<file path="config.mk">
export PLATFORM = sky130hd
export DESIGN_NAME = swrl_update
export DESIGN_NICKNAME = d
export VERILOG_FILES = /design/src/rtl/swrl_pkg.sv /design/src/rtl/swrl_update.sv
export SDC_FILE = /design/constraint.sdc
export NUM_CORES = 1
export LEC_CHECK = 0
export CAP_MARGIN = 20
export CORE_AREA = 4 4 316 318
export DETAILED_ROUTE_END_ITERATION = 8
export DIE_AREA = 0 0 320 322
export DONT_BUFFER_PORTS = 1
export SETUP_SLACK_MARGIN = 0.2
export SYNTH_ARGS = -nofsm -noshare
export SYNTH_HDL_FRONTEND = slang
export SYNTH_SLANG_ARGS = --single-unit
</file>
<file path="constraint.sdc">
create_clock -name vclk -period 11.02
set_input_delay 1.102 -clock vclk [all_inputs]
set_output_delay 1.102 -clock vclk [all_outputs]
set_load 0.03 [all_outputs]
</file>
<file path="src/rtl/swrl_pkg.sv">
// Shared types, constants and register codes for the sliding window rate limiter.
// No dependencies; every other rtl file refers to this package by scoped names.

package swrl_pkg;

  localparam int CLIENTS    = 64;
  localparam int RING_DEPTH = 8;

  localparam int CLI_AW = (CLIENTS > 1) ? $clog2(CLIENTS) : 1;
  localparam int RP_W   = (RING_DEPTH > 1) ? $clog2(RING_DEPTH) : 1;
  localparam int CNT_W  = $clog2(RING_DEPTH + 1);

  localparam int FUNC_W   = 2;
  localparam int CLIENT_W = 6;
  localparam int TICK_W   = 32;
  localparam int LIMIT_W  = 8;
  localparam int WIN_W    = 20;
  localparam int THR_W    = 4;
  localparam int WCNT_W   = 4;
  localparam int CFG_AW   = 2;

  // operation selector
  localparam logic [FUNC_W-1:0] FN_MOVE = 2'd0;
  localparam logic [FUNC_W-1:0] FN_VIOL = 2'd1;
  localparam logic [FUNC_W-1:0] FN_CLR  = 2'd2;

  // configuration register indexes
  localparam logic [CFG_AW-1:0] CFG_LIMIT  = 2'd0;
  localparam logic [CFG_AW-1:0] CFG_WINDOW = 2'd1;
  localparam logic [CFG_AW-1:0] CFG_THRESH = 2'd2;

  localparam logic [LIMIT_W-1:0] LIMIT_RST  = 8'd8;
  localparam logic [WIN_W-1:0]   WINDOW_RST = 20'd60;
  localparam logic [THR_W-1:0]   THRESH_RST = 4'd3;

  localparam logic [LIMIT_W-1:0] PKT_SAT = 8'hFF;

  typedef logic [TICK_W-1:0] tick_t;

  // one memory row holds everything known about a client
  typedef struct packed {
    tick_t                   last_tick;
    logic [LIMIT_W-1:0]      pkts;
    tick_t                   total;
    logic [RP_W-1:0]         wp;
    tick_t [RING_DEPTH-1:0]  ring;
  } row_t;

  // item held between acceptance and the update cycle
  typedef struct packed {
    logic [FUNC_W-1:0]   func;
    logic [CLIENT_W-1:0] client;
    logic                in_tab;
    tick_t               now;
    tick_t               stored;
    tick_t               start;
  } req_t;

  typedef struct packed {
    logic                we;
    row_t                row;
    logic                rec;
    logic [WCNT_W-1:0]   wcount;
    logic                disc;
    tick_t               total;
  } upd_t;

endpackage

</file>
<file path="src/rtl/swrl_update.sv">
// Read-modify-write logic for one client row: packet counting, violation ring,
// window count and disconnect decision. Uses swrl_pkg.

module swrl_update (
  input  swrl_pkg::req_t                    req,
  input  swrl_pkg::row_t                    row_in,
  input  logic [swrl_pkg::LIMIT_W-1:0]      limit,
  input  logic [swrl_pkg::THR_W-1:0]        thresh,
  output swrl_pkg::upd_t                    upd
);

  localparam int RING_DEPTH_L = swrl_pkg::RING_DEPTH;

  logic                           new_tick;
  logic [swrl_pkg::LIMIT_W-1:0]   pk0;
  logic [swrl_pkg::LIMIT_W-1:0]   pk1;
  logic                           burst;
  logic [RING_DEPTH_L-1:0]        hit;
  logic                           hit_st;
  logic [swrl_pkg::CNT_W-1:0]     cnt;
  logic [swrl_pkg::RP_W-1:0]      wp_inc;
  logic                           rec;
  swrl_pkg::row_t                 row_out;
  logic                           we;

  assign new_tick = row_in.last_tick != req.now;
  assign pk0      = new_tick ? '0 : row_in.pkts;
  assign pk1      = (pk0 != swrl_pkg::PKT_SAT) ? pk0 + 1'b1 : pk0;
  assign burst    = {1'b0, pk1} == ({1'b0, limit} + 9'd1);

  assign wp_inc = (row_in.wp == swrl_pkg::RP_W'(RING_DEPTH_L - 1)) ? '0 : row_in.wp + 1'b1;

  // window hits of the old entries; the slot at wp gets the new time instead
  always_comb begin
    for (int i = 0; i < RING_DEPTH_L; i++) begin
      hit[i] = (row_in.ring[i] >= req.start) && (row_in.ring[i] <= req.stored);
    end
  end

  assign hit_st = req.stored >= req.start;

  always_comb begin
    cnt = swrl_pkg::CNT_W'(hit_st);
    for (int i = 0; i < RING_DEPTH_L; i++) begin
      if (swrl_pkg::RP_W'(i) != row_in.wp) begin
        cnt = cnt + swrl_pkg::CNT_W'(hit[i]);
      end
    end
  end

  always_comb begin
    row_out = row_in;
    we      = 1'b0;
    rec     = 1'b0;
    if (req.in_tab) begin
      unique case (req.func)
        swrl_pkg::FN_MOVE: begin
          we                = 1'b1;
          row_out.last_tick = req.now;
          row_out.pkts      = pk1;
          rec               = burst;
        end
        swrl_pkg::FN_VIOL: begin
          rec = 1'b1;
        end
        swrl_pkg::FN_CLR: begin
          we      = 1'b1;
          row_out = '0;
        end
        default: begin
          we = 1'b0;
        end
      endcase
      if (rec) begin
        we                     = 1'b1;
        row_out.total          = row_in.total + 1'b1;
        row_out.ring[row_in.wp] = req.stored;
        row_out.wp             = wp_inc;
      end
    end
  end

  always_comb begin
    upd.we     = we;
    upd.row    = row_out;
    upd.rec    = rec;
    upd.wcount = '0;
    upd.disc   = 1'b0;
    upd.total  = req.in_tab ? row_out.total : '0;
    if (rec) begin
      upd.wcount = (32'(cnt) > 32'd15) ? 4'd15 : swrl_pkg::WCNT_W'(32'(cnt));
      upd.disc   = 32'(cnt) >= 32'(thresh);
    end
  end

endmodule

</file>
==> results.md <==
- The flow ran to the end, and the final reports show no timing, DRC or antenna violations.
- The final worst-path setup slack is a little under 0.9 ns.
- Once the floorplan was initialized, standard cells occupied 20.4% of the core.
- The cell count after synthesis is 2714.
- For this block, the via count after detailed routing is 23000.
- OpenSTA, run right after detailed placement, puts the worst setup slack at 0.440 ns.
- The number of buffers added on ports is 0.
- Data on the critical path is required at its endpoint by between 9 and 10 ns.
- In this run the count of I/O pins placed on the die edge is between 800 and 900.
- The first TritonRoute pass finished after 6 iterations.
- The final cycle utilization of the critical path is 92.1%.
- The number of global-route vias before repair is 21500.
- The routed wire length on met2 is 53900 µm.
- The register area share after synthesis is 0%.
- The number of antenna violations at the first check in global routing was 13.
- In this run the worst hold path is classified as in -> out.
- For the worst setup path, the data arrival time is 9.05 ns.
- The layout has roughly 11000 filler cells.
- The unique cell type count in the Yosys netlist is 89.
- In this run the core area contains ~110 standard-cell rows.
- The kind of start point of the critical path is an input port.
- For this run, the total global-route usage over all layers was measured as roughly 22%.
- The detailed route wirelength on metal3 is 12300 µm.
- After detailed routing, no signal wire sits above met5.
- Summed over all nets, the half-perimeter wirelength after detailed placement is 102000 µm.
- The worst pin sits at a relative slew slack of 19.1%.
- In the routed layout, each cell is associated on average with a via count of 5.79.
- The routability-driven placement congestion ratio is between 0.9 and 1.
- The number of pins exceeding their max-slew limit in the final report is 0.
- For this design, the slowest cell found on the critical path is sky130_fd_sc_hd__a2111oi_2.
- The worst-path maximum fanout is 8.
- The kind of end point of the critical path is an output port.
- The average footprint of a synthesized cell is 7.25 µm².
- The routed wire length is around 120000 µm.
- The detailed-route wire length per cell is 31.2 µm.
- The most common cell after layout, fill and taps aside is sky130_fd_sc_hd__ha_1.
- The netlist area before placement is 0.0197 mm².
- The count of nets left with antenna violations once routing finished came out at 0.
- The routed design could run at a clock period as short as 10.15 ns.
- The global-route wire length before repair is 167000 µm.
- The floorplan step defined a die boundary enclosing 0.103 mm².
- The sequential cell count of the final layout is 0.
- The slew at the pin closest to its max-slew limit is between 1 and 1.5 ns.
- The most used cell along the critical path is sky130_fd_sc_hd__ha_1.
- The aggregate global routing overflow is 0.
- The width of the die is about 320 µm.
- The pin count of the biggest net entering global routing is 87.
- The setup path with the least slack is of type in -> out.
- The total non-filler cell area in the finished layout is 0.0216 mm².
- Measured along the y axis, the die boundary spans 322 µm.
- The post-route DRC violation count is 0.
- The area of all sequential standard cells is 0 µm².
- In this run the cell area measured after placement is 0.0214 mm².
- Leaving out fill and tap cells, the most frequent cells in the layout are sky130_fd_sc_hd__ha_1, sky130_fd_sc_hd__nand2_1, sky130_fd_sc_hd__inv_1.
- Compared with the post-synthesis result, the final layout area differs by 9.61%.
- In this run, the number of DRC markers left after iteration 0 of detailed routing was 2226.
- After layout, the clock buffer instance count stands at 0.
- Cells with a size suffix above 1 make up 5.07% of the layout.
- Yosys printed 0 warnings.
- The hold buffer count at CTS is 0.
- The reported max-cap violation count is 0.
- For the final routed database, the setup TNS stands at 0 ns.
- Setup repair after global routing left no endpoint under its margin.
- The count of endpoints failing setup in the final report is 0.
- The final layout contains between 3000 and 4000 nets.
- Once layout is complete, the utilization of the core stands at 22.3%.
- The area of the core is 0.0966 mm².
- The detailed-routing wirelength on met1 is ~52000 µm.
- For this run, the top clock speed supported by timing is 98.5 MHz.
- The number of failing hold endpoints at the final stage is 0.
- Counting every net in the synthesized netlist gives around 3700.
- In this design, the stage delay of the slowest critical-path cell is 0.35 ns.
## layout make-up
cell class	instances	area (µm²)	share of cell area [%]
Antenna cell	11	27.5	0.128
Inverter	232	871	4.04
Multi-Input combinational cell	2365	18400	85.2
Tap cell	1276	1600	7.41
Timing Repair Buffer	88	693	3.22
## Yosys cell counts, drive strengths merged (6+ instances only)
cell type,count,area (µm²)
a2111oi,6,52.6
a211oi,9,85.1
a21boi,13,97.6
a21o,151,1130
a21oi,173,885
a221o,6,60.1
a221oi,11,96.3
a22o,7,61.3
a31oi,9,56.3
and2,12,77.6
and3,34,213
and4,14,123
buf,50,300
clkbuf,67,251
ha,572,7160
inv,232,871
nand2,242,918
nand2b,57,357
nand3,66,330
nand4,113,713
nor2,95,373
nor2b,77,482
nor3,28,140
nor4,17,138
o211ai,14,105
o21a,55,413
o21ai,164,825
o22ai,136,851
o2bb2ai,128,1120
o31a,6,52.6
o31ai,13,97.6
xnor2,9,78.8
xor2,38,333
## routing by layer
metal	vias up	global-route usage [%]
li1	10300	-
met1	10900	28.7
met2	1435	35.5
met3	299	6.38
met4	6	7.70
met5	-	0
## cells by family (layout without fill, tap and decap cells)
logic type / count (synthesis) / in the layout / synth area share (%)
xor gates and xnor gates: 47 / 47 / 2.09
adders and majority gates: 572 / 572 / 36.4
AOI/OAI and AO/OA: 964 / 964 / 33.5
and+or+nand+nor: 774 / 774 / 20.4
muxes: 8 / 8 / 0.445
buffers and inverters: 349 / 320 / 7.23
other: 0 / 11 / 0
## per-stage QoR
stage               hold slack [ns]  cells
floorplan                      2.42   2714
detailed placement             2.39   3956
global placement               2.39   3954
finish                         2.41   3972
CTS                            2.39   3956
global route                   2.41   3961
## worst max-delay path, delay by kind of cell
family	cells	cell delay, ns
and+or+nand+nor	9	0.69
buffers and inverters	6	0.93
adders and majority gates	11	3.00
AOI/OAI and AO/OA	17	2.83
muxes	2	0.49
## final timing paths
path	startpoint	to	slack, ns	cells after the start
setup / recovery	req[50]	upd[32]	0.87	45
hold / removal	req[96]	upd[5]	2.41	2
## what timing repair did
action                     in CTS  in global routing
setup endpoints to repair       0                  1
gates resized for setup         0                  5
setup buffers                   0                  0
